--- src/rtl/drco_pkg.sv ---
// Package for the diamond ring cell order block: request codes, register
// indexes, controller states and the controller/datapath command and status.
// No dependencies.
`default_nettype none

package drco_pkg;

  localparam int CoordW  = 12;  // signed walk coordinate, covers the widest ring
  localparam int DimW    = 8;
  localparam int CountW  = 16;
  localparam int CfgIdxW = 1;

  localparam logic REQ_START = 1'b0;
  localparam logic REQ_NEXT  = 1'b1;

  localparam logic [CfgIdxW-1:0] REG_GRID_ROWS = 1'b0;
  localparam logic [CfgIdxW-1:0] REG_GRID_COLS = 1'b1;

  typedef enum logic [1:0] {
    ST_IDLE,
    ST_DECIDE,
    ST_WALK,
    ST_HOLD
  } drco_state_t;

  typedef struct packed {
    logic load_req;
    logic do_start;
    logic do_err;
    logic do_step;
    logic push_out;
  } drco_cmd_t;

  typedef struct packed {
    logic req_type;
    logic walk_active;
    logic found;
  } drco_status_t;

endpackage

`default_nettype wire

--- src/rtl/drco_if.sv ---
// Channel interfaces: request, result and configuration write.
// Depends on drco_pkg for widths.
`default_nettype none

interface drco_req_if;
  import drco_pkg::*;
  logic       valid;
  logic       ready;
  logic       req_type;
  logic [6:0] center_row;
  logic [6:0] center_col;
  modport source (output valid, req_type, center_row, center_col, input ready);
  modport sink   (input valid, req_type, center_row, center_col, output ready);
endinterface

interface drco_res_if;
  logic       valid;
  logic       ready;
  logic [6:0] cell_row;
  logic [6:0] cell_col;
  logic       cell_valid;
  logic       last_cell;
  logic       request_error;
  modport source (output valid, cell_row, cell_col, cell_valid, last_cell, request_error,
                  input ready);
  modport sink   (input valid, cell_row, cell_col, cell_valid, last_cell, request_error,
                  output ready);
endinterface

interface drco_cfg_if;
  import drco_pkg::*;
  logic               valid;
  logic               ready;
  logic [CfgIdxW-1:0] index;
  logic [DimW-1:0]    data;
  modport source (output valid, index, data, input ready);
  modport sink   (input valid, index, data, output ready);
endinterface

`default_nettype wire

--- src/rtl/drco_ctrl.sv ---
// Controller for the diamond ring cell order block: request sequencing and
// output register handshake. Depends on drco_pkg.
`default_nettype none

module drco_ctrl (
  input  wire                     clk,
  input  wire                     rst,
  input  wire                     in_valid,
  output logic                    in_ready,
  output logic                    out_valid,
  input  wire                     out_ready,
  input  wire drco_pkg::drco_status_t status,
  output drco_pkg::drco_cmd_t     cmd
);
  import drco_pkg::*;

  drco_state_t state, state_next;
  logic        out_free;
  logic        out_valid_next;

  assign out_free = !out_valid || out_ready;

  always_comb begin
    state_next = state;
    unique case (state)
      ST_IDLE:   if (in_valid) state_next = ST_DECIDE;
      ST_DECIDE: begin
        if (status.req_type == REQ_NEXT && status.walk_active) state_next = ST_WALK;
        else state_next = ST_HOLD;
      end
      ST_WALK:   if (status.found) state_next = ST_HOLD;
      ST_HOLD:   if (out_free) state_next = ST_IDLE;
      default:   state_next = ST_IDLE;
    endcase
  end

  always_comb begin
    cmd      = '0;
    in_ready = 1'b0;
    unique case (state)
      ST_IDLE: begin
        in_ready     = 1'b1;
        cmd.load_req = in_valid;
      end
      ST_DECIDE: begin
        cmd.do_start = (status.req_type == REQ_START);
        cmd.do_err   = (status.req_type == REQ_NEXT) && !status.walk_active;
      end
      ST_WALK:   cmd.do_step  = 1'b1;
      ST_HOLD:   cmd.push_out = out_free;
      default: begin
        cmd      = '0;
        in_ready = 1'b0;
      end
    endcase
  end

  always_comb begin
    if (cmd.push_out) out_valid_next = 1'b1;
    else if (out_ready) out_valid_next = 1'b0;
    else out_valid_next = out_valid;
  end

  always_ff @(posedge clk) begin
    if (rst) begin
      state     <= ST_IDLE;
      out_valid <= 1'b0;
    end else begin
      state     <= state_next;
      out_valid <= out_valid_next;
    end
  end

endmodule

`default_nettype wire

--- src/rtl/drco_dp.sv ---
// Datapath for the diamond ring cell order block: grid size registers, walk
// position and leg, cell count, pending result and output register.
// Depends on drco_pkg.
`default_nettype none

module drco_dp #(
  parameter int MAX_DIM = 128
) (
  input  wire                            clk,
  input  wire                            rst,
  input  wire                            cfg_we,
  input  wire [drco_pkg::CfgIdxW-1:0]    cfg_index,
  input  wire [drco_pkg::DimW-1:0]       cfg_data,
  input  wire                            in_req_type,
  input  wire [6:0]                      in_center_row,
  input  wire [6:0]                      in_center_col,
  input  wire drco_pkg::drco_cmd_t       cmd,
  output drco_pkg::drco_status_t         status,
  output logic [6:0]                     cell_row,
  output logic [6:0]                     cell_col,
  output logic                           cell_valid,
  output logic                           last_cell,
  output logic                           request_error
);
  import drco_pkg::*;

  localparam int          ClampV   = (MAX_DIM > 255) ? 255 : MAX_DIM;
  localparam logic [DimW-1:0] ClampDim = DimW'(ClampV);
  localparam logic signed [CoordW-1:0] StepOne = CoordW'(1);

  logic [DimW-1:0]          grid_rows, grid_cols;
  logic [DimW-1:0]          lat_rows, lat_cols;
  logic                     req_type_q;
  logic [6:0]               cr_q, cc_q;
  logic signed [CoordW-1:0] walk_row, walk_col;
  logic signed [CoordW-1:0] centre_row_held, centre_col_held;
  logic [1:0]               leg_index;
  logic [CountW-1:0]        cells_emitted, total;
  logic                     walk_active;

  logic [6:0]               res_row, res_col;
  logic                     res_valid, res_last, res_err;

  logic signed [CoordW-1:0] row_next, col_next;
  logic [1:0]               leg_next;
  logic                     got, pos_in_grid, found;
  logic signed [CoordW-1:0] rows_s, cols_s;
  logic                     centre_ok;
  logic [CountW-1:0]        total_now, emitted_inc;

  always_ff @(posedge clk) begin
    if (rst) begin
      grid_rows <= DimW'(1);
      grid_cols <= DimW'(1);
    end else if (cfg_we) begin
      unique case (cfg_index)
        REG_GRID_ROWS: grid_rows <= cfg_data;
        REG_GRID_COLS: grid_cols <= cfg_data;
        default: ;
      endcase
    end
  end

  assign rows_s      = $signed({{(CoordW-DimW){1'b0}}, lat_rows});
  assign cols_s      = $signed({{(CoordW-DimW){1'b0}}, lat_cols});
  assign centre_ok   = ({1'b0, cr_q} < lat_rows) && ({1'b0, cc_q} < lat_cols);
  assign total_now   = CountW'(lat_rows) * CountW'(lat_cols);
  assign emitted_inc = cells_emitted + CountW'(1);

  // one step of the diamond walk
  always_comb begin
    row_next = walk_row;
    col_next = walk_col;
    leg_next = leg_index;
    got      = 1'b0;
    case (leg_index)
      2'd0: begin
        if (walk_row < centre_row_held) begin
          row_next = walk_row + StepOne; col_next = walk_col - StepOne; got = 1'b1;
        end else leg_next = 2'd1;
      end
      2'd1: begin
        if (walk_col < centre_col_held) begin
          row_next = walk_row + StepOne; col_next = walk_col + StepOne; got = 1'b1;
        end else leg_next = 2'd2;
      end
      2'd2: begin
        if (walk_row > centre_row_held) begin
          row_next = walk_row - StepOne; col_next = walk_col + StepOne; got = 1'b1;
        end else leg_next = 2'd3;
      end
      default: begin
        if (walk_col > centre_col_held) begin
          row_next = walk_row - StepOne; col_next = walk_col - StepOne; got = 1'b1;
        end else begin
          row_next = walk_row - StepOne; leg_next = 2'd0;
        end
      end
    endcase
  end

  assign pos_in_grid = !walk_row[CoordW-1] && !walk_col[CoordW-1] &&
                       (walk_row < rows_s) && (walk_col < cols_s);
  assign found       = got && pos_in_grid;

  assign status.req_type    = req_type_q;
  assign status.walk_active = walk_active;
  assign status.found       = found;

  always_ff @(posedge clk) begin
    if (rst) begin
      walk_active     <= 1'b0;
      lat_rows        <= '0;
      lat_cols        <= '0;
      walk_row        <= '0;
      walk_col        <= '0;
      centre_row_held <= '0;
      centre_col_held <= '0;
      leg_index       <= '0;
      cells_emitted   <= '0;
      total           <= '0;
    end else begin
      if (cmd.load_req && in_req_type == REQ_START) begin
        lat_rows <= (grid_rows > ClampDim) ? ClampDim : grid_rows;
        lat_cols <= (grid_cols > ClampDim) ? ClampDim : grid_cols;
      end
      if (cmd.do_start) begin
        total <= total_now;
        if (!centre_ok) begin
          walk_active <= 1'b0;
        end else begin
          centre_row_held <= $signed({{(CoordW-7){1'b0}}, cr_q});
          centre_col_held <= $signed({{(CoordW-7){1'b0}}, cc_q});
          walk_row        <= $signed({{(CoordW-7){1'b0}}, cr_q}) - StepOne;
          walk_col        <= $signed({{(CoordW-7){1'b0}}, cc_q});
          leg_index       <= 2'd0;
          cells_emitted   <= CountW'(1);
          walk_active     <= (total_now > CountW'(1));
        end
      end
      if (cmd.do_step) begin
        walk_row  <= row_next;
        walk_col  <= col_next;
        leg_index <= leg_next;
        if (found) begin
          cells_emitted <= emitted_inc;
          if (emitted_inc >= total) walk_active <= 1'b0;
        end
      end
    end
  end

  always_ff @(posedge clk) begin
    if (cmd.load_req) begin
      req_type_q <= in_req_type;
      cr_q       <= in_center_row;
      cc_q       <= in_center_col;
    end
    if (cmd.do_start) begin
      res_row   <= centre_ok ? cr_q : 7'd0;
      res_col   <= centre_ok ? cc_q : 7'd0;
      res_valid <= centre_ok;
      res_last  <= centre_ok && (total_now <= CountW'(1));
      res_err   <= !centre_ok;
    end
    if (cmd.do_err) begin
      res_row   <= 7'd0;
      res_col   <= 7'd0;
      res_valid <= 1'b0;
      res_last  <= 1'b0;
      res_err   <= 1'b1;
    end
    if (cmd.do_step && found) begin
      res_row   <= walk_row[6:0];
      res_col   <= walk_col[6:0];
      res_valid <= 1'b1;
      res_last  <= (emitted_inc >= total);
      res_err   <= 1'b0;
    end
    if (cmd.push_out) begin
      cell_row      <= res_row;
      cell_col      <= res_col;
      cell_valid    <= res_valid;
      last_cell     <= res_last;
      request_error <= res_err;
    end
  end

endmodule

`default_nettype wire

--- src/rtl/diamond_ring_cell_order.sv ---
// Top level of the diamond ring cell order block: emits grid cells in order of
// Manhattan distance from a centre. Depends on drco_pkg, drco_if, drco_ctrl, drco_dp.
//
//   port   dir   handshake      payload
//   req    in    valid/ready    req_type, center_row, center_col
//   res    out   valid/ready    cell_row, cell_col, cell_valid, last_cell, request_error
//   cfg    in    valid/ready    index (0 grid_rows, 1 grid_cols), data
//
// A start or a refused request passes the decide state, then waits in the hold state
// until the output register is free to take the result; then the next request is taken.
// A next request also runs walk steps in the walk state: the step that finds the cell,
// each skipped off-grid position and each leg turn of the diamond walk.
// Synchronous reset; grid size resets to 1x1 with no walk active.
// A new request is taken while the previous result waits in the output register.
`default_nettype none

module diamond_ring_cell_order #(
  parameter int MAX_DIM = 128
) (
  input  wire         clk,
  input  wire         rst,
  drco_req_if.sink    req,
  drco_res_if.source  res,
  drco_cfg_if.sink    cfg
);
  import drco_pkg::*;

  drco_cmd_t    cmd;
  drco_status_t status;

  assign cfg.ready = 1'b1;

  drco_ctrl u_ctrl (
    .clk       (clk),
    .rst       (rst),
    .in_valid  (req.valid),
    .in_ready  (req.ready),
    .out_valid (res.valid),
    .out_ready (res.ready),
    .status    (status),
    .cmd       (cmd)
  );

  drco_dp #(
    .MAX_DIM (MAX_DIM)
  ) u_dp (
    .clk           (clk),
    .rst           (rst),
    .cfg_we        (cfg.valid),
    .cfg_index     (cfg.index),
    .cfg_data      (cfg.data),
    .in_req_type   (req.req_type),
    .in_center_row (req.center_row),
    .in_center_col (req.center_col),
    .cmd           (cmd),
    .status        (status),
    .cell_row      (res.cell_row),
    .cell_col      (res.cell_col),
    .cell_valid    (res.cell_valid),
    .last_cell     (res.last_cell),
    .request_error (res.request_error)
  );

  a_valid_xor_err: assert property (@(posedge clk) disable iff (rst)
    res.valid |-> (res.cell_valid != res.request_error))
    else $error("result is neither a cell nor an error");

  a_last_has_cell: assert property (@(posedge clk) disable iff (rst)
    (res.valid && res.last_cell) |-> res.cell_valid)
    else $error("last flag on a result without a cell");

  a_rise_from_push: assert property (@(posedge clk) disable iff (rst)
    $rose(res.valid) |-> $past(cmd.push_out))
    else $error("result appeared without a push");

  a_no_step_and_load: assert property (@(posedge clk) disable iff (rst)
    !(cmd.do_step && cmd.load_req))
    else $error("request taken during a walk");

endmodule

`default_nettype wire

--- src/flat_wrapper.sv ---
// flat-port wrapper written by rule: the top's interface ports become plain ports
module diamond_ring_cell_order_flat import drco_pkg::*;
#(
  parameter int MAX_DIM = 128
)
  (clk, rst, req_valid, req_req_type, req_center_row, req_center_col, req_ready, res_valid, res_cell_row, res_cell_col, res_cell_valid, res_last_cell, res_request_error, res_ready, cfg_valid, cfg_index, cfg_data, cfg_ready);
  drco_req_if req_i ();
  drco_res_if res_i ();
  drco_cfg_if cfg_i ();
  input  wire clk;
  input  wire rst;
  input wire logic [$bits(req_i.valid)-1:0] req_valid;
  input wire logic [$bits(req_i.req_type)-1:0] req_req_type;
  input wire logic [$bits(req_i.center_row)-1:0] req_center_row;
  input wire logic [$bits(req_i.center_col)-1:0] req_center_col;
  output wire logic [$bits(req_i.ready)-1:0] req_ready;
  output wire logic [$bits(res_i.valid)-1:0] res_valid;
  output wire logic [$bits(res_i.cell_row)-1:0] res_cell_row;
  output wire logic [$bits(res_i.cell_col)-1:0] res_cell_col;
  output wire logic [$bits(res_i.cell_valid)-1:0] res_cell_valid;
  output wire logic [$bits(res_i.last_cell)-1:0] res_last_cell;
  output wire logic [$bits(res_i.request_error)-1:0] res_request_error;
  input wire logic [$bits(res_i.ready)-1:0] res_ready;
  input wire logic [$bits(cfg_i.valid)-1:0] cfg_valid;
  input wire logic [$bits(cfg_i.index)-1:0] cfg_index;
  input wire logic [$bits(cfg_i.data)-1:0] cfg_data;
  output wire logic [$bits(cfg_i.ready)-1:0] cfg_ready;
  assign req_i.valid = req_valid;
  assign req_i.req_type = req_req_type;
  assign req_i.center_row = req_center_row;
  assign req_i.center_col = req_center_col;
  assign req_ready = req_i.ready;
  assign res_valid = res_i.valid;
  assign res_cell_row = res_i.cell_row;
  assign res_cell_col = res_i.cell_col;
  assign res_cell_valid = res_i.cell_valid;
  assign res_last_cell = res_i.last_cell;
  assign res_request_error = res_i.request_error;
  assign res_i.ready = res_ready;
  assign cfg_i.valid = cfg_valid;
  assign cfg_i.index = cfg_index;
  assign cfg_i.data = cfg_data;
  assign cfg_ready = cfg_i.ready;
  diamond_ring_cell_order #(.MAX_DIM(MAX_DIM)) u_core (.clk(clk), .rst(rst), .req(req_i), .res(res_i), .cfg(cfg_i));
endmodule
--- config.mk ---
export PLATFORM = sky130hd
export DESIGN_NAME = diamond_ring_cell_order_flat
export DESIGN_NICKNAME = d
export VERILOG_FILES = /design/src/rtl/drco_pkg.sv /design/src/rtl/drco_if.sv /design/src/rtl/drco_ctrl.sv /design/src/rtl/drco_dp.sv /design/src/rtl/diamond_ring_cell_order.sv /design/src/flat_wrapper.sv
export SDC_FILE = /design/constraint.sdc
export NUM_CORES = 1
export LEC_CHECK = 0
export ABC_AREA = 1
export CORE_MARGIN = 2
export CORE_UTILIZATION = 37
export DETAILED_ROUTE_END_ITERATION = 8
export DONT_BUFFER_PORTS = 1
export PLACE_DENSITY_LB_ADDON = 0.05
export SETUP_SLACK_MARGIN = 0.3
export SYNTH_ARGS = -nofsm -noshare
export SYNTH_HDL_FRONTEND = slang
export SYNTH_HIERARCHICAL = 1
export SYNTH_SLANG_ARGS = --single-unit
--- constraint.sdc ---
create_clock -name clk -period 10.75 [get_ports clk]
set_input_delay 1.6125 -clock clk [delete_from_list [all_inputs] [get_ports clk]]
set_output_delay 1.6125 -clock clk [all_outputs]
set_load 0.05 [all_outputs]
==> After elaboration in Yosys (flattened, before gate mapping) <==
Cells that the tools add are included.
{ "word_totals": {"ff_bits": 157, "inputBits": 29, "out_inout_bits": 20} }
{ "classes": {"addsub": 6, "multipliers": 1, "n_lt_le_gt_ge": 13, "eq_ne": 16, "n_mux": 66, "n_bitwise": 3, "n_reduce_logical": 30} }
{ "op_table": {"columns": ["op", "n"], "rows": [
  ["$mux W12", 13],
  ["$pmux W12 S3", 2],
  ["$mux W16", 4],
  ["$mux W7", 8],
  ["$add A12 B2 Y12 const B", 2],
  ["$gt A12 B8 Y1", 2],
  ["$lt A12 B8 Y1", 2],
  ["$lt A12 B9 Y1", 2],
  ["$sub A12 B2 Y12 const B", 2],
  ["$mux W1", 23],
  ["$mux W2", 11],
  ["$ne A3 B3 Y1 const B", 6],
  ["$add A16 B1 Y16 const B", 1],
  ["$ge A16 B16 Y1", 1],
  ["$gt A16 B1 Y1 const B", 1],
  ["$gt A8 B8 Y1 const B", 2],
  ["$le A16 B1 Y1 const B", 1],
  ["$lt A7 B8 Y1", 2],
  ["$mul A8 B8 Y16", 1],
  ["$mux W8", 2],
  ["$reduce_and A6 Y1", 2],
  ["$logic_and A1 B1 Y1", 10],
  ["$pmux W2 S4", 1],
  ["$reduce_bool A2 Y1", 4],
  ["other kinds (16)", 30]
]} }

==> Logic depth before layout (Yosys ltp) <==
Gate-level depths: netlist of run 1.
{ "logic_depth": {"word_depth": 7, "depth_mapped": 25} }

==> Modules after synthesis <==
The synthesis of run 1 kept the hierarchy.
{ "by_module_without_submodules": {"columns": ["module", "instances", "cells_per_inst", "area_each_um2", "seq_area_each_um2"], "rows": [
  ["drco_dp", 1, 1539, 11284.6, 3553.4],
  ["drco_ctrl", 1, 41, 266.5, 60.1],
  ["diamond_ring_cell_order", 1, 2, 11.3, 0.0]
]} }

==> Worst setup path after synthesis of run 1 <==
No wires, ideal clock.
{ "synth_path": {"path_type": "register to register", "from": "reg u_core.u_dp.lat_cols[6]", "to": "reg u_core.u_dp.res_last, data pin", "arrival_time_ps": 4012, "required_time_ps": 10496, "slack_ps": 6484, "stages_incl_launch_ff": 22, "path_buffers": 1, "cell_sequence": "dfxtp_1 > clkbuf_1 > nand2_1 > inv_1 > fa_1 > fa_1 > fa_1 > inv_1 > fa_1 > inv_1 > ha_1 > a21oi_1 > nor2_1 > o21ai_0 > nand3_1 > nand2_1 > nand2_1 > inv_1 > nor2_1 > nand3_1 > nand3b_1 > nand2_1"} }
{ "synth_between": {"elab_chain_len": 6, "word_cells_on_any_way": 12, "classes_between": "1 x mul; 3 x order compare; 3 x mux; 5 x reduce/logical"} }
{ "synth_rtl": {"columns": ["element", "line_no", "rtl"], "rows": [
  ["start, declared", "drco_dp.sv:32", "logic [DimW-1:0] lat_rows, lat_cols;"],
  ["start signal, assigned", "drco_dp.sv:125", "lat_cols <= (grid_cols > ClampDim) ? ClampDim : grid_cols;"],
  ["$mul A8 B8 Y16 or $lt A7 B8 Y1 (tied branches)", "drco_dp.sv:67, drco_dp.sv:66", null],
  ["$le A16 B1 Y1 or $logic_and A1 B1 Y1 (tied branches)", "drco_dp.sv:163, drco_dp.sv:66", null],
  ["$logic_and A1 B1 Y1", "drco_dp.sv:163", "res_last <= centre_ok && (total_now <= CountW'(1));"],
  ["$mux W1", "drco_dp.sv:159", "if (cmd.do_start) begin"],
  ["$mux W1", "drco_dp.sv:166", "if (cmd.do_err) begin"],
  ["$mux W1 (*)", "drco_dp.sv:173", "if (cmd.do_step && found) begin"],
  ["end signal, assigned", "drco_dp.sv:163", null],
  ["end signal, assigned", "drco_dp.sv:177", "res_last <= (emitted_inc >= total);"],
  ["end, declared", "drco_dp.sv:42", "logic res_valid, res_last, res_err;"]
]} }
Mark *: on every way between the ends. The rest lies on a longest branch, timed or not. The select of a mux whose other input is x is not followed.
A chain may end at the register's enable or synchronous reset.

==> Final worst setup path of run 1 <==
{ "layout_path": {"from": "reg u_core.u_dp.lat_rows[0]", "to": "reg u_core.u_dp.res_last, data pin"} }
{ "layout_between": {"elab_chain_len": 6, "word_cells_on_any_way": 13, "classes_between": "1 x mul; 3 x order compare; 3 x mux; 6 x reduce/logical"} }
{ "layout_rtl": {"columns": ["element", "line_no", "rtl"], "rows": [
  ["start, declared", "drco_dp.sv:32", null],
  ["start signal, assigned", "drco_dp.sv:124", "lat_rows <= (grid_rows > ClampDim) ? ClampDim : grid_rows;"],
  ["$mul A8 B8 Y16, or another cell as far along", "drco_dp.sv:67", "assign total_now = CountW'(lat_rows) * CountW'(lat_cols);"],
  ["$le A16 B1 Y1, or another cell as far along", "drco_dp.sv:163", null],
  ["$logic_and A1 B1 Y1 (on tied branches)", "drco_dp.sv:163, drco_dp.sv:103", null],
  ["$mux W1 or $logic_and A1 B1 Y1 (tied branches)", "drco_dp.sv:159, drco_dp.sv:104", null],
  ["$mux W1 or $logic_and A1 B1 Y1 (tied branches)", "drco_dp.sv:166, drco_dp.sv:173", null],
  ["$mux W1 (*)", "drco_dp.sv:173", null]
]} }
Marked as above.

==> PnR_summary.wiki, run 1 <==
{| class="wikitable"
! Metric !! Value
|-
| Outcome || finished clean
|-
| GRT met2 Usage || between 20 and 30%
|-
| Path class of the lowest-slack min-delay path || flip-flop to flip-flop
|-
| Seq cells post-synth || between 150 and 200
|-
| Number of synthesized flops with an enable pin || 47
|-
| Required time worst endpoint || about 11000 ps
|-
| CTS tree || done
|-
| Total placed cells including tap cells || 1926
|-
| Die boundary height || around 180 µm
|-
| Number of detailed-route iterations in the first pass || 5
|-
| Gate Count Post-Synth || 1582
|-
| Global-route met1 utilization || 26.7%
|-
| Int Pwr || 1.53 mW
|-
| Startpoint type of the worst setup path || flip-flop
|-
| Fillcell total || ~3200
|-
| Number of nets in the layout || around 1700
|-
| Hold Slack || 418 ps
|-
| Clock period minus final worst setup slack || approximately 4600 ps
|-
| Sort of element at the end of the critical path || flip-flop
|-
| Distinct cell type count after synthesis || 47
|-
| Placer Congestion || about 0.85
|-
| Leading area contributor after synthesis || sky130_fd_sc_hd__dfxtp_1
|-
| Synthesis-to-layout area growth || 7.12%
|-
| Routed Antenna Nets || 0
|-
| Min setup slack post-route || ~6000 ps
|-
| Worst-skew pair later-pin latency || 450 ps
|-
| Horiz. Die Dim || ~180 µm
|-
| R2R Setup Slk || 6100 ps
|-
| Depth of the most critical reg-to-reg path || 19
|-
| Mean routed wirelength per cell || approximately 15 µm
|-
| Max Fclk || 215 MHz
|-
| Sequential share of the synthesized area || between 30% and 40%
|-
| Half-perimeter wire length of the detailed placement result || between 20000 and 25000 µm
|-
| H-tree depth || 4
|-
| Max Root-Sink Buffers || 2
|-
| Clk_skew || between 10 and 15 ps
|-
| Share of flip-flops with an asynchronous set or reset || 0%
|-
| Gate power share || between 40% and 50%
|-
| Number of pins with negative max-slew slack in the final report || 0
|-
| Proportion of power drawn by flip-flops and latches || roughly a third
|-
| Number of hold-slack violations in the final timing report || 0
|-
| Number of max-cap violations || 0
|-
| Worst setup slack after placement || roughly 6100 ps
|-
| Total die area || 32700 µm²
|-
| Post-Route WL || between 20000 and 30000 µm
|-
| Number of buffers inserted by port buffering || 0
|-
| Number of placement rows || 64
|-
| Largest net degree at the start of global routing || approximately 80
|-
| Maximum VDD drop || roughly 0.12 mV
|-
| Worst-margin pin slew || 913 ps
|-
| Netlist area before placement || approximately 12000 µm²
|-
| Post-synthesis net count || ~1800
|-
| Min-delay src || u_core/u_dp/res_col[4]
|-
| Proportion of layout cells with a drive suffix above 1 || 4.10%
|-
| # DRC || 0
|-
| Startpoint of the worst-slack reg-to-reg timing path || u_core/u_dp/lat_rows[0]
|-
| Worst hold endpoint || u_core/u_dp/cell_col[4]
|-
| Fin Setup TNS || 0 ps
|-
| Number of DRC markers after the initial detailed-route iteration || ~570
|-
| Clock input transition at the sequential cells of the worst setup and hold paths || approximately 70 ps
|-
| Met3 track demand over resource || under 10%
|-
| Number of clock buffers inserted by TritonCTS || 17
|-
| Number of sinks driven by the clock tree || between 150 and 200
|-
| Count leader, synth || sky130_fd_sc_hd__nand2_1
|-
| Power density over the cells || between 200 and 250 nW/µm²
|-
| Crit path arrival time || slightly below 5000 ps
|-
| Most common flop cell mapped by yosys || sky130_fd_sc_hd__dfxtp_1
|-
| DR vias || 9429
|-
| Placeable core area || a little over 30000 µm²
|-
| Final period util || between 40 and 50%
|-
| Classification of the worst setup path || flip-flop to flip-flop
|-
| Total power draw || ~2.8 mW
|-
| Post-route cell area || about 12000 µm²
|-
| Worst slew slack as a fraction of its limit || roughly two fifths
|-
| Share of Yosys cell area claimed by the top area cell type || a little under a fifth
|-
| Sum of overflow across all layers after global routing || 0
|-
| Number of hold buffers added after CTS || 0
|-
| PostCTS Resize Cnt || 0
|-
| Total of warnings raised by yosys || 6
|-
| Commonest cells in the synthesized netlist || 374 x sky130_fd_sc_hd__nand2_1, 277 x sky130_fd_sc_hd__inv_1, 143 x sky130_fd_sc_hd__nor2_1
|-
| Antenna violations before repair || 1
|-
| Switching Fraction || between 40% and 50%
|-
| Number of setup violations in the final report || 0
|-
| Synthesized area per cell || roughly 7.3 µm²
|-
| Total net switching power || 1.29 mW
|-
| Final cell count without fillers || around 2000
|-
| Worst R2R End || u_core/u_dp/res_last
|-
| Initial core utilization || 37.7%
|-
| Wire length of the first global-routing pass || 48100 µm
|-
| Peak-usage layer in the global routing report || met2
|-
| Worst Hold Path Cells || 0
|-
| Vias in the first global route || approximately 8900
|-
| Cell types with the largest area share after synthesis || sky130_fd_sc_hd__dfxtp_1 19%, sky130_fd_sc_hd__ha_1 13%, sky130_fd_sc_hd__edfxtp_1 12%, sky130_fd_sc_hd__nand2_1 12%, sky130_fd_sc_hd__inv_1 9.0%
|-
| Count of pins on the block boundary || 49
|-
| Final Util || between 40% and 50%
|-
| Cell Area, Placed || around 12000 µm²
|-
| Total global-route track usage || a little under a fifth
|-
| Clock root buffer || sky130_fd_sc_hd__clkbuf_16
|-
| Setup fix buffers added after clock tree synthesis || 0
|-
| Via density per instance || about 4.8
|-
| Setup repair after global routing missed its margin || false
|-
| CP max FO || 11
|-
| Static power due to leakage || ~6.4 nW
|-
| Part of the power in the clock network || 21.0%
|}
[how the worst max path moves through the flow]
stage,startpoint,slack (ps),cells after the start,endpoint
after floorplan,u_core/u_dp/lat_cols[6],6480,21,u_core/u_dp/res_last
after global placement,u_core/u_dp/lat_rows[0],6130,19,u_core/u_dp/res_last
after detailed placement,u_core/u_dp/lat_rows[0],6080,16,u_core/u_dp/res_last
after CTS,u_core/u_dp/lat_rows[0],6060,16,u_core/u_dp/res_last
after global routing,u_core/u_dp/lat_rows[0],5680,19,u_core/u_dp/res_last
final,u_core/u_dp/lat_rows[0],6100,19,u_core/u_dp/res_last
[worst max-delay path, stage by stage (launching register included)]
cell and delay, ps:
sky130_fd_sc_hd__dfxtp_1 550, sky130_fd_sc_hd__nand2_1 140, sky130_fd_sc_hd__fa_1 530, sky130_fd_sc_hd__fa_1 540, sky130_fd_sc_hd__inv_1 50, sky130_fd_sc_hd__fa_1 520, sky130_fd_sc_hd__inv_1 50, sky130_fd_sc_hd__fa_1 520
sky130_fd_sc_hd__inv_1 40, sky130_fd_sc_hd__ha_1 340, sky130_fd_sc_hd__a21oi_1 250, sky130_fd_sc_hd__o21ai_0 150, sky130_fd_sc_hd__nand2_1 110, sky130_fd_sc_hd__nand3_1 70, sky130_fd_sc_hd__nand2_1 60, sky130_fd_sc_hd__nand2_1 60
sky130_fd_sc_hd__nor2_1 100, sky130_fd_sc_hd__nand3_1 150, sky130_fd_sc_hd__nand3b_1 190, sky130_fd_sc_hd__nand2_1 90
[registers in the layout (all words and copies together) (netlist names), 2 cells and up]
name / flops
u_core/u_dp/cells_emitted: 16
u_core/u_dp/total: 16
u_core/u_dp/walk_col: 12
u_core/u_dp/walk_row: 12
u_core/u_dp/grid_cols: 8
u_core/u_dp/grid_rows: 8
u_core/u_dp/lat_cols: 8
u_core/u_dp/lat_rows: 8
u_core/u_dp/cc_q: 7
u_core/u_dp/cell_col: 7
u_core/u_dp/cell_row: 7
u_core/u_dp/centre_col_held: 7
u_core/u_dp/centre_row_held: 7
u_core/u_dp/cr_q: 7
u_core/u_dp/res_col: 7
u_core/u_dp/res_row: 7
u_core/u_ctrl/state: 2
u_core/u_dp/leg_index: 2
[area by class of cell]
class	instances	area [µm²]	area share, %
Multi-Input combinational cell	1087	6610	53.4
Clock buffer	18	429	3.47
Clock inverter	14	133	1.07
Antenna cell	1	2.50	0.0202
Timing Repair Buffer	8	60.1	0.485
Tap cell	396	495	4.00
Sequential cell	157	3610	29.2
Inverter	278	1040	8.43
[power by group through the flow]
stage	clock network [mW]	registers, mW	logic [mW]
after floorplan	0	0.852	1.05
after global placement	0	0.920	1.32
after detailed placement	0	0.920	1.32
after CTS	0.613	0.908	1.33
after global routing	0.637	0.923	1.54
final	0.592	0.906	1.32
[cell families after synthesis]
kind of cell             synth area share, %
AND/OR/NAND/NOR                         23.7
buffers and inverters                   11.6
AO/OA/AOI/OAI                           11.1
adder cells (fa/ha/maj)                 19.8
flip-flops                              31.3
XOR/XNOR                                2.58
other                                 0.0324
[routing by layer]
layer,vias to the layer above,share of wire [%]
met5,-,0
met4,0,0.83
met3,15,3.9
met2,156,44
met1,4300,52
li1,4958,-
[layout by cell type (no fill, tap or decap), types with 3 or more instances in the layout]
cell type	netlist	final
sky130_fd_sc_hd__or2_2	4	4
sky130_fd_sc_hd__clkinv_2	0	3
sky130_fd_sc_hd__ha_1	122	122
sky130_fd_sc_hd__xnor2_1	11	11
sky130_fd_sc_hd__nor2_1	143	143
sky130_fd_sc_hd__inv_1	277	276
sky130_fd_sc_hd__nand3b_1	5	5
sky130_fd_sc_hd__nand2_1	374	374
sky130_fd_sc_hd__edfxtp_1	47	47
sky130_fd_sc_hd__nand3_1	70	70
sky130_fd_sc_hd__a211oi_1	8	8
sky130_fd_sc_hd__nor2_2	5	5
sky130_fd_sc_hd__dfxtp_1	110	110
sky130_fd_sc_hd__inv_6	0	4
sky130_fd_sc_hd__o21bai_1	5	5
sky130_fd_sc_hd__nor3_1	15	15
sky130_fd_sc_hd__nand2_2	6	6
sky130_fd_sc_hd__fa_1	38	38
sky130_fd_sc_hd__a21oi_1	116	116
sky130_fd_sc_hd__nand4_1	20	20
sky130_fd_sc_hd__o21ai_0	84	84
sky130_fd_sc_hd__clkbuf_16	0	17
sky130_fd_sc_hd__o21ai_1	5	5
sky130_fd_sc_hd__o211ai_1	8	8
sky130_fd_sc_hd__xor2_1	23	23
sky130_fd_sc_hd__buf_4	8	8
No activity file was read; power rests on OpenSTA's default activity.
==> inputs of run 2 (changes only) <==
ABC_AREA = 0   (was 1)
clock period = 4 ns   (was 10.75 ns; I/O delays follow)
==> run 2 against run 1 <==
Net effect:
- the flow now finishes with violations (negative setup slack)
- flip-flop and latch count did not move
- critical path depth shrank 1
- total power up 95%
- clock power grew to 3.0 times the previous value
- register-to-register slack worse by 6700 ps
- die area decreased by 3.9%
- hold slack worse by 190 ps
- highest routed layer unchanged
==> PnR_summary.wiki, run 2 <==
{| class="wikitable"
! Metric !! Value
|-
| Outcome || finished, violations left (was finished clean)
|-
| Violated checks || negative setup slack
|-
| Sort of element at the end of the critical path || flip-flop (unchanged)
|-
| Proportion of power drawn by flip-flops and latches || 38.2% (was 32.1%)
|-
| Total net switching power || 1.94 mW (was 1.29 mW)
|-
| Routed Antenna Nets || 0 (unchanged)
|-
| Post-Route WL || 29200 µm (was 29700 µm)
|-
| Number of hold-slack violations in the final timing report || 0 (unchanged)
|-
| Synthesis-to-layout area growth || 19.8% (was 7.12%)
|-
| Number of clock buffers inserted by TritonCTS || 17 (unchanged)
|-
| Startpoint type of the worst setup path || flip-flop (unchanged)
|-
| Slowest cell delay on critical path || 500 ps (was 550 ps)
|-
| Classification of the worst setup path || flip-flop to flip-flop (unchanged)
|-
| H-tree depth || 4 (unchanged)
|-
| Worst R2R End || u_core/u_dp/res_last (unchanged)
|-
| Static power due to leakage || 5.47 nW (was 6.35 nW)
|-
| Commonest cells in the synthesized netlist || 125 x sky130_fd_sc_hd__inv_1, 122 x sky130_fd_sc_hd__ha_1, 117 x sky130_fd_sc_hd__nor2_1 (was 374 x sky130_fd_sc_hd__nand2_1, 277 x sky130_fd_sc_hd__inv_1, 143 x sky130_fd_sc_hd__nor2_1)
|-
| Distinct cell type count after synthesis || 81 (was 47)
|-
| Count leader, synth || sky130_fd_sc_hd__inv_1 (was sky130_fd_sc_hd__nand2_1)
|-
| Slowest stage cell on the critical path || sky130_fd_sc_hd__fa_1 (was sky130_fd_sc_hd__dfxtp_1)
|-
| Cell types with the largest area share after synthesis || sky130_fd_sc_hd__dfxtp_1 20%, sky130_fd_sc_hd__ha_1 14%, sky130_fd_sc_hd__edfxtp_1 13%, sky130_fd_sc_hd__fa_1 6.9%, sky130_fd_sc_hd__inv_1 4.2% (was sky130_fd_sc_hd__dfxtp_1 19%, sky130_fd_sc_hd__ha_1 13%, sky130_fd_sc_hd__edfxtp_1 12%, sky130_fd_sc_hd__nand2_1 12%, sky130_fd_sc_hd__inv_1 9.0%)
|-
| Share of flip-flops with an asynchronous set or reset || 0% (unchanged)
|-
| Number of DRC markers after the initial detailed-route iteration || 409 (was 568)
|-
| Mean routed wirelength per cell || 17.2 µm (was 15.2 µm)
|-
| Total global-route track usage || 19.6% (was 18.7%)
|-
| Total power draw || 5.51 mW (was 2.82 mW)
|-
| Die boundary height || 177 µm (was 181 µm)
|-
| Depth of the most critical reg-to-reg path || 18 (was 19)
|-
| Initial core utilization || 37.6% (was 37.7%)
|-
| Power density over the cells || 415 nW/µm² (was 228 nW/µm²)
|-
| Leading area contributor after synthesis || sky130_fd_sc_hd__dfxtp_1 (unchanged)
|-
| Switching Fraction || 35.2% (was 45.7%)
|-
| Most common flop cell mapped by yosys || sky130_fd_sc_hd__dfxtp_1 (unchanged)
|-
| Int Pwr || 3.57 mW (was 1.53 mW)
|-
| Placeable core area || 29600 µm² (was 30700 µm²)
|-
| Worst setup slack after placement || -604 ps (was 6080 ps)
|-
| Number of placement rows || 63 (was 64)
|-
| Share of Yosys cell area claimed by the top area cell type || 19.8% (was 19.0%)
|-
| DR vias || 8572 (was 9429)
|-
| Maximum VDD drop || 0.293 mV (was 0.120 mV)
|-
| Seq cells post-synth || 157 (unchanged)
|-
| Largest net degree at the start of global routing || 101 (was 78)
|-
| Post-synthesis net count || 1403 (was 1771)
|-
| Clock period minus final worst setup slack || 4550 ps (was 4650 ps)
|-
| Max Fclk || 220 MHz (was 215 MHz)
|-
| Total die area || 31400 µm² (was 32700 µm²)
|-
| Number of nets in the layout || 1482 (was 1738)
|-
| Synthesized area per cell || 9.15 µm² (was 7.31 µm²)
|-
| Setup repair after global routing missed its margin || true (was false)
|-
| Cell type with the highest occurrence count on the critical path || sky130_fd_sc_hd__fa_1 (was sky130_fd_sc_hd__nand2_1)
|-
| Worst hold endpoint || u_core/u_dp/total[13] (was u_core/u_dp/cell_col[4])
|-
| Total of warnings raised by yosys || 6 (unchanged)
|-
| Hold Slack || 233 ps (was 418 ps)
|-
| Placer Congestion || 0.827 (was 0.848)
|-
| Part of the power in the clock network || 31.9% (was 21.0%)
|-
| Antenna violations before repair || 1 (unchanged)
|-
| Required time worst endpoint || 4290 ps (was 11060 ps)
|-
| Count of pins on the block boundary || 49 (unchanged)
|-
| Vias in the first global route || 8320 (was 8890)
|-
| Worst slew slack as a fraction of its limit || 46.1% (was 39.1%)
|-
| Horiz. Die Dim || 177 µm (was 181 µm)
|-
| Worst-margin pin slew || 808 ps (was 913 ps)
|-
| Min setup slack post-route || -553 ps (was 6100 ps)
|-
| Clk_skew || 9.63 ps (was 12.7 ps)
|-
| Number of synthesized flops with an enable pin || 47 (unchanged)
|-
| Worst-skew pair later-pin latency || 460 ps (was 450 ps)
|-
| Number of sinks driven by the clock tree || 157 (unchanged)
|-
| Max Root-Sink Buffers || 2 (unchanged)
|-
| Number of setup violations in the final report || 7 (was 0)
|-
| Worst Hold Path Cells || 1 (was 0)
|-
| Gate power share || 29.9% (was 46.9%)
|-
| Number of buffers inserted by port buffering || 0 (unchanged)
|-
| Sequential share of the synthesized area || 32.5% (was 31.3%)
|-
| Sum of overflow across all layers after global routing || 0 (unchanged)
|-
| R2R Setup Slk || -550 ps (was 6100 ps)
|-
| Wire length of the first global-routing pass || 47100 µm (was 48100 µm)
|-
| CTS tree || done (unchanged)
|-
| # DRC || 0 (unchanged)
|-
| Proportion of layout cells with a drive suffix above 1 || 20.4% (was 4.10%)
|-
| Number of detailed-route iterations in the first pass || 5 (unchanged)
|-
| Number of hold buffers added after CTS || 0 (unchanged)
|-
| Clock input transition at the sequential cells of the worst setup and hold paths || 70 ps (about the same)
|-
| Via density per instance || 5.05 (was 4.81)
|-
| Startpoint of the worst-slack reg-to-reg timing path || u_core/u_dp/lat_cols[2] (was u_core/u_dp/lat_rows[0])
|-
| Registers with the most flip-flops || u_core/u_dp/cells_emitted x16, u_core/u_dp/total x16 (unchanged)
|-
| Min-delay src || rst (was u_core/u_dp/res_col[4])
|-
| Most frequent standard cell in the layout excluding fill and tap cells || sky130_fd_sc_hd__ha_1 (was sky130_fd_sc_hd__nand2_1)
|-
| Gate Count Post-Synth || 1214 (was 1582)
|-
| Number of pins with negative max-slew slack in the final report || 0 (unchanged)
|-
| Clock root buffer || sky130_fd_sc_hd__clkbuf_16 (unchanged)
|-
| CP max FO || 3 (was 11)
|-
| CP Launch Point || u_core/u_dp/lat_cols[2] (was u_core/u_dp/lat_rows[0])
|-
| Leading cell types in the layout, fill and taps excluded || 115 x sky130_fd_sc_hd__ha_1, 106 x sky130_fd_sc_hd__inv_1, 104 x sky130_fd_sc_hd__nand2_1 (was 374 x sky130_fd_sc_hd__nand2_1, 276 x sky130_fd_sc_hd__inv_1, 143 x sky130_fd_sc_hd__nor2_1)
|-
| Crit path arrival time || 4840 ps (was 4960 ps)
|-
| Crit-path cells || buf_4 > nand2_1 > fa_1 > fa_1 > inv_1 > fa_1 > inv_1 > fa_1 > inv_1 > ha_2 > or3_4 > o22a_1 > and3_4 > o21ai_4 > nor2b_4 > xnor2_2 > or3_1 > o31ai_2 (was nand2_1 > fa_1 > fa_1 > inv_1 > fa_1 > inv_1 > fa_1 > inv_1 > ha_1 > a21oi_1 > o21ai_0 > nand2_1 > nand3_1 > nand2_1 > nand2_1 > nor2_1 > nand3_1 > nand3b_1 > nand2_1)
|-
| Number of max-cap violations || 0 (unchanged)
|-
| Netlist area before placement || 11100 µm² (was 11600 µm²)
|-
| Half-perimeter wire length of the detailed placement result || 21900 µm (was 22600 µm)
|-
| Path class of the lowest-slack min-delay path || primary input to flip-flop (was flip-flop to flip-flop)
|-
| Final period util || 114% (was 43.3%)
|}
==> run 2: cell types whose count changed in the layout (fill, tap and decap cells not counted), sizes merged, moves of 19 or more <==
cell	delta
o21ai	-48
a21oi	-47
buf	+101
mux2i	+35
nand2	-276
inv	-153
xnor2	+19
nand3	-42
nor2	-31
==> run 2: worst max-delay path, delay by kind of cell (launching register included) <==
kind                     cells  cell delay, ps
adder cells (fa/ha/maj)      5            2090
AND/OR/NAND/NOR              5            1090
AO/OA/AOI/OAI                3             540
flip-flops                   1             350
buffers and inverters        4             260
XOR/XNOR                     1              60
==> run 2: repair_timing <==
action,in CTS,in global routing
pin swaps,23,22
gates resized for setup,71,29
setup endpoints to repair,11,21
hold endpoints to repair,0,0
buffers inserted,21,0
==> run 2: worst max-delay path by stage <==
stage / slack [ps] / to
after floorplan: -420 / u_core/u_dp/res_last
after global placement: -580 / u_core/u_dp/res_last
after detailed placement: -600 / u_core/u_dp/res_last
after CTS: -510 / u_core/u_dp/res_last
after global routing: -730 / u_core/u_dp/res_last
final: -550 / u_core/u_dp/res_last
==> run 2: area by class of cell <==
cell class / count / area, µm²
Timing Repair Buffer: 109 / 900
Fill cell: 2918 / 16300
Tap cell: 390 / 488
Sequential cell: 157 / 3660
Inverter: 127 / 512
Antenna cell: 1 / 2.50
Clock buffer: 19 / 454
Clock inverter: 13 / 173
Multi-Input combinational cell: 881 / 7110
==> run 2: stage by stage <==
stage | area [µm²] | utilization (%) | TNS (ps) | std cells
after floorplan | 11200 | - | -929 | 1214
after global placement | 12100 | 41.0 | -2310 | 1643
after detailed placement | 12100 | 41.0 | -2610 | 1643
after CTS | 13200 | 44.6 | -2600 | 1696
after global routing | 13300 | 45.0 | -4300 | 1696
final | 13300 | 45.0 | -2790 | 1697
==> run 2: routing by layer <==
layer	wire length (µm)	GRT usage (%)	vias up	part of all wire, %
met1	15200	28.3	4039	52
met3	918	3.41	21	3.1
met2	12800	29.9	117	44
met5	0	0	-	0
li1	-	-	4395	-
met4	341	5.48	0	1.2
==> run 2: cells by family after synthesis <==
| logic type | count (synthesis) | share of synthesized area, % |
|---|---|---|
| compound gates | 235 | 15.1 |
| xor+xnor | 44 | 3.47 |
| fa+ha+maj | 160 | 20.6 |
| buf+inv | 176 | 6.70 |
| flops | 157 | 32.5 |
| mux | 37 | 3.36 |
| other cells | 1 | 0.0338 |
| simple gates | 404 | 18.2 |
==> run 2: power by group through the flow <==
stage | logic [mW] | registers, mW | clock network (mW)
2_1_floorplan | 1.25 | 2.05 | 0
3_3_place_gp | 1.62 | 2.14 | 0
3_5_place_dp | 1.62 | 2.14 | 0
4_1_cts | 1.65 | 2.11 | 1.82
5_1_grt | 1.83 | 2.13 | 1.87
6_report | 1.65 | 2.10 | 1.76
==> inputs of run 3 (changes only) <==
CTS_BUF_LIST = sky130_fd_sc_hd__clkbuf_4   (was not set)
==> run 3 against run 2 <==
Net effect:
- the flow still finishes with violations (negative setup slack)
- final cell count down 0.18%
- via count up 0.19%
- critical endpoint is now u_core/u_dp/total[13]
- final area down 3.4%
- largest cell class unchanged
- clock power down 34%
- highest routed layer unchanged
- sequential share of layout area up 0.96 points
- maximum frequency down 0.49%
- hold slack worse by 170 ps
- routed wire length about the same
- combinational power about the same
==> PnR_summary.wiki, run 3 (synthesis results as in run 2) <==
{| class="wikitable"
! Metric !! Value
|-
| Outcome || finished, violations left (unchanged)
|-
| Violated checks || negative setup slack (unchanged)
|-
| Fillcell total || 2967 (was 2918)
|-
| Registers with the most flip-flops || u_core/u_dp/cells_emitted x16, u_core/u_dp/total x16 (unchanged)
|-
| Path class of the lowest-slack min-delay path || primary input to flip-flop (unchanged)
|-
| Post-Route WL || 29200 µm (about the same)
|-
| Number of clock buffers inserted by TritonCTS || 17 (unchanged)
|-
| Startpoint type of the worst setup path || flip-flop (unchanged)
|-
| CTS tree || done (unchanged)
|-
| Worst-skew pair later-pin latency || 620 ps (was 460 ps)
|-
| Placer Congestion || 0.827 (unchanged)
|-
| Wire length of the first global-routing pass || 46900 µm (was 47100 µm)
|-
| Number of nets in the layout || 1478 (was 1482)
|-
| Number of max-cap violations || 0 (unchanged)
|-
| Maximum VDD drop || 0.260 mV (was 0.293 mV)
|-
| Met3 wirelength from detailed routing || 874 µm (was 918 µm)
|-
| Synthesis-to-layout area growth || 15.7% (was 19.8%)
|-
| Routed Antenna Nets || 0 (unchanged)
|-
| Static power due to leakage || 5.30 nW (was 5.47 nW)
|-
| Number of sinks driven by the clock tree || 157 (unchanged)
|-
| Switching Fraction || 37.9% (was 35.2%)
|-
| Number of buffers inserted by port buffering || 0 (unchanged)
|-
| Proportion of layout cells with a drive suffix above 1 || 18.8% (was 20.4%)
|-
| Via density per instance || 5.07 (was 5.05)
|-
| Int Pwr || 3.06 mW (was 3.57 mW)
|-
| # DRC || 0 (unchanged)
|-
| Total global-route track usage || 19.4% (was 19.6%)
|-
| Mean routed wirelength per cell || 17.3 µm (was 17.2 µm)
|-
| Sum of overflow across all layers after global routing || 0 (unchanged)
|-
| Classification of the worst setup path || flip-flop to flip-flop (unchanged)
|-
| Met1 Wirelength || 15200 µm (about the same)
|-
| Worst slew slack as a fraction of its limit || 45.7% (was 46.1%)
|-
| Required time worst endpoint || 4550 ps (was 4290 ps)
|-
| Count of pins on the block boundary || 49 (unchanged)
|-
| Number of pins with negative max-slew slack in the final report || 0 (unchanged)
|-
| Clock root buffer || sky130_fd_sc_hd__clkbuf_4 (was sky130_fd_sc_hd__clkbuf_16)
|-
| Number of placement rows || 63 (unchanged)
|-
| Setup repair after global routing missed its margin || true (unchanged)
|-
| Clk_skew || 33.2 ps (was 9.63 ps)
|-
| Gate power share || 33.6% (was 29.9%)
|-
| Min setup slack post-route || -575 ps (was -553 ps)
|-
| Proportion of power drawn by flip-flops and latches || 42.8% (was 38.2%)
|-
| Half-perimeter wire length of the detailed placement result || 21900 µm (unchanged)
|-
| Final period util || 114% (about the same)
|-
| Most frequent standard cell in the layout excluding fill and tap cells || sky130_fd_sc_hd__ha_1 (unchanged)
|-
| DR vias || 8588 (was 8572)
|-
| Initial core utilization || 37.6% (unchanged)
|-
| Part of the power in the clock network || 23.6% (was 31.9%)
|-
| Number of setup violations in the final report || 6 (was 7)
|-
| Clock period minus final worst setup slack || 4580 ps (was 4550 ps)
|-
| Power density over the cells || 383 nW/µm² (was 415 nW/µm²)
|-
| Horiz. Die Dim || 177 µm (unchanged)
|-
| Total die area || 31400 µm² (unchanged)
|-
| Clock input transition at the sequential cells of the worst setup and hold paths || 150 ps (was 70 ps)
|-
| Crit path arrival time || 5120 ps (was 4840 ps)
|-
| Highest metal layer with signal wires || met4 (unchanged)
|-
| Number of DRC markers after the initial detailed-route iteration || 444 (was 409)
|-
| Leading cell types in the layout, fill and taps excluded || 115 x sky130_fd_sc_hd__ha_1, 108 x sky130_fd_sc_hd__inv_1, 105 x sky130_fd_sc_hd__nor2_1 (was 115 x sky130_fd_sc_hd__ha_1, 106 x sky130_fd_sc_hd__inv_1, 104 x sky130_fd_sc_hd__nand2_1)
|-
| Die boundary height || 177 µm (unchanged)
|-
| Largest net degree at the start of global routing || 86 (was 101)
|-
| Worst-margin pin slew || 814 ps (was 808 ps)
|-
| Fin Setup TNS || -2580 ps (was -2790 ps)
|-
| Final Util || 43.4% (was 45.0%)
|-
| H-tree depth || 4 (unchanged)
|-
| DR WL met2 || 12800 µm (about the same)
|-
| Placeable core area || 29600 µm² (unchanged)
|-
| Number of hold-slack violations in the final timing report || 0 (unchanged)
|-
| Number of detailed-route iterations in the first pass || 5 (unchanged)
|-
| Max Root-Sink Buffers || 2 (unchanged)
|-
| Total net switching power || 1.86 mW (was 1.94 mW)
|-
| Sort of element at the end of the critical path || flip-flop (unchanged)
|-
| Total power draw || 4.92 mW (was 5.51 mW)
|-
| Max Fclk || 219 MHz (was 220 MHz)
|-
| Antenna violations before repair || 1 (unchanged)
|-
| CP max FO || 6 (was 3)
|-
| Vias in the first global route || 8324 (was 8320)
|}
[run 3: changes by cell type in the layout (fill, tap and decap cells not counted), moves of 3 or more]
cell | before | now
sky130_fd_sc_hd__dlygate4sd3_1 | 0 | 4
sky130_fd_sc_hd__clkbuf_16 | 18 | 0
sky130_fd_sc_hd__nor2_2 | 10 | 7
sky130_fd_sc_hd__clkbuf_4 | 0 | 18
sky130_fd_sc_hd__buf_6 | 15 | 5
sky130_fd_sc_hd__nor2_1 | 100 | 105
[run 3: area by class of cell]
type	count	area, µm²	share of cell area, %
clock inverters	14	203	1.58
multi-input cells	881	7010	54.5
diodes	2	5.00	0.0390
flip-flops and latches	157	3650	28.4
clock buffers	18	135	1.05
well taps	390	488	3.80
repair buffers	105	842	6.56
inverters	127	510	3.98
[run 3: what timing repair did]
| item | in CTS | in global routing |
|---|---|---|
| hold buffers | 2 | 2 |
| setup endpoints to repair | 11 | 14 |
| hold endpoints to repair | 11 | 1 |
| buffers inserted | 12 | 1 |
| resized for setup | 54 | 12 |
| pin swaps | 35 | 1 |
[run 3: final timing paths]
path,cells past startpoint,end,from,slack (ps)
setup / recovery,20,u_core/u_dp/total[13],u_core/u_dp/lat_cols[2],-580
setup reg to reg,20,u_core/u_dp/total[13],u_core/u_dp/lat_cols[2],-580
hold reg to reg,0,u_core/u_dp/cell_col[6],u_core/u_dp/res_col[6],420
hold / removal,1,u_core/u_dp/total[14],rst,60
[run 3: critical path, cell delays in order, from the launching register on]
cell                       delay (ps)
sky130_fd_sc_hd__dfxtp_2          380
sky130_fd_sc_hd__inv_4             70
sky130_fd_sc_hd__nor2_1           150
sky130_fd_sc_hd__fa_1             450
sky130_fd_sc_hd__fa_1             460
sky130_fd_sc_hd__fa_1             480
sky130_fd_sc_hd__inv_1             50
sky130_fd_sc_hd__fa_1             470
sky130_fd_sc_hd__inv_1             50
sky130_fd_sc_hd__ha_2             180
sky130_fd_sc_hd__or3_4            370
sky130_fd_sc_hd__o21bai_4         180
sky130_fd_sc_hd__a21oi_2          160
sky130_fd_sc_hd__buf_4            140
sky130_fd_sc_hd__o21bai_1          70
sky130_fd_sc_hd__a21oi_2          140
sky130_fd_sc_hd__xor2_1           110
sky130_fd_sc_hd__buf_4            140
sky130_fd_sc_hd__buf_4            120
sky130_fd_sc_hd__mux2_4           250
sky130_fd_sc_hd__nor2_1            80
[run 3: metrics by stage]
stage | area [µm²] | worst slack, ps | instances | hold slack [ps]
5_1_grt | 12800 | -799 | 1693 | 1.64
6_report | 12800 | -575 | 1694 | 61.4
4_1_cts | 12800 | -518 | 1689 | 0.962
3_3_place_gp | 12100 | -576 | 1643 | 407
2_1_floorplan | 11200 | -422 | 1214 | 400
3_5_place_dp | 12100 | -604 | 1643 | 405
[run 3: metal layers]
layer  vias to the layer above  global-route usage, %
met5                         -                      0
met4                         0                   4.96
met1                      4062                   28.2
li1                       4391                      -
met2                       119                   29.9
met3                        16                   3.03
[run 3: power by group through the flow]
stage | sequential, mW | clock (mW) | combinational, mW
global route | 2.13 | 1.27 | 1.83
detailed placement | 2.14 | 0 | 1.62
CTS | 2.11 | 1.21 | 1.65
floorplan | 2.05 | 0 | 1.25
finish | 2.10 | 1.16 | 1.65
global placement | 2.14 | 0 | 1.62
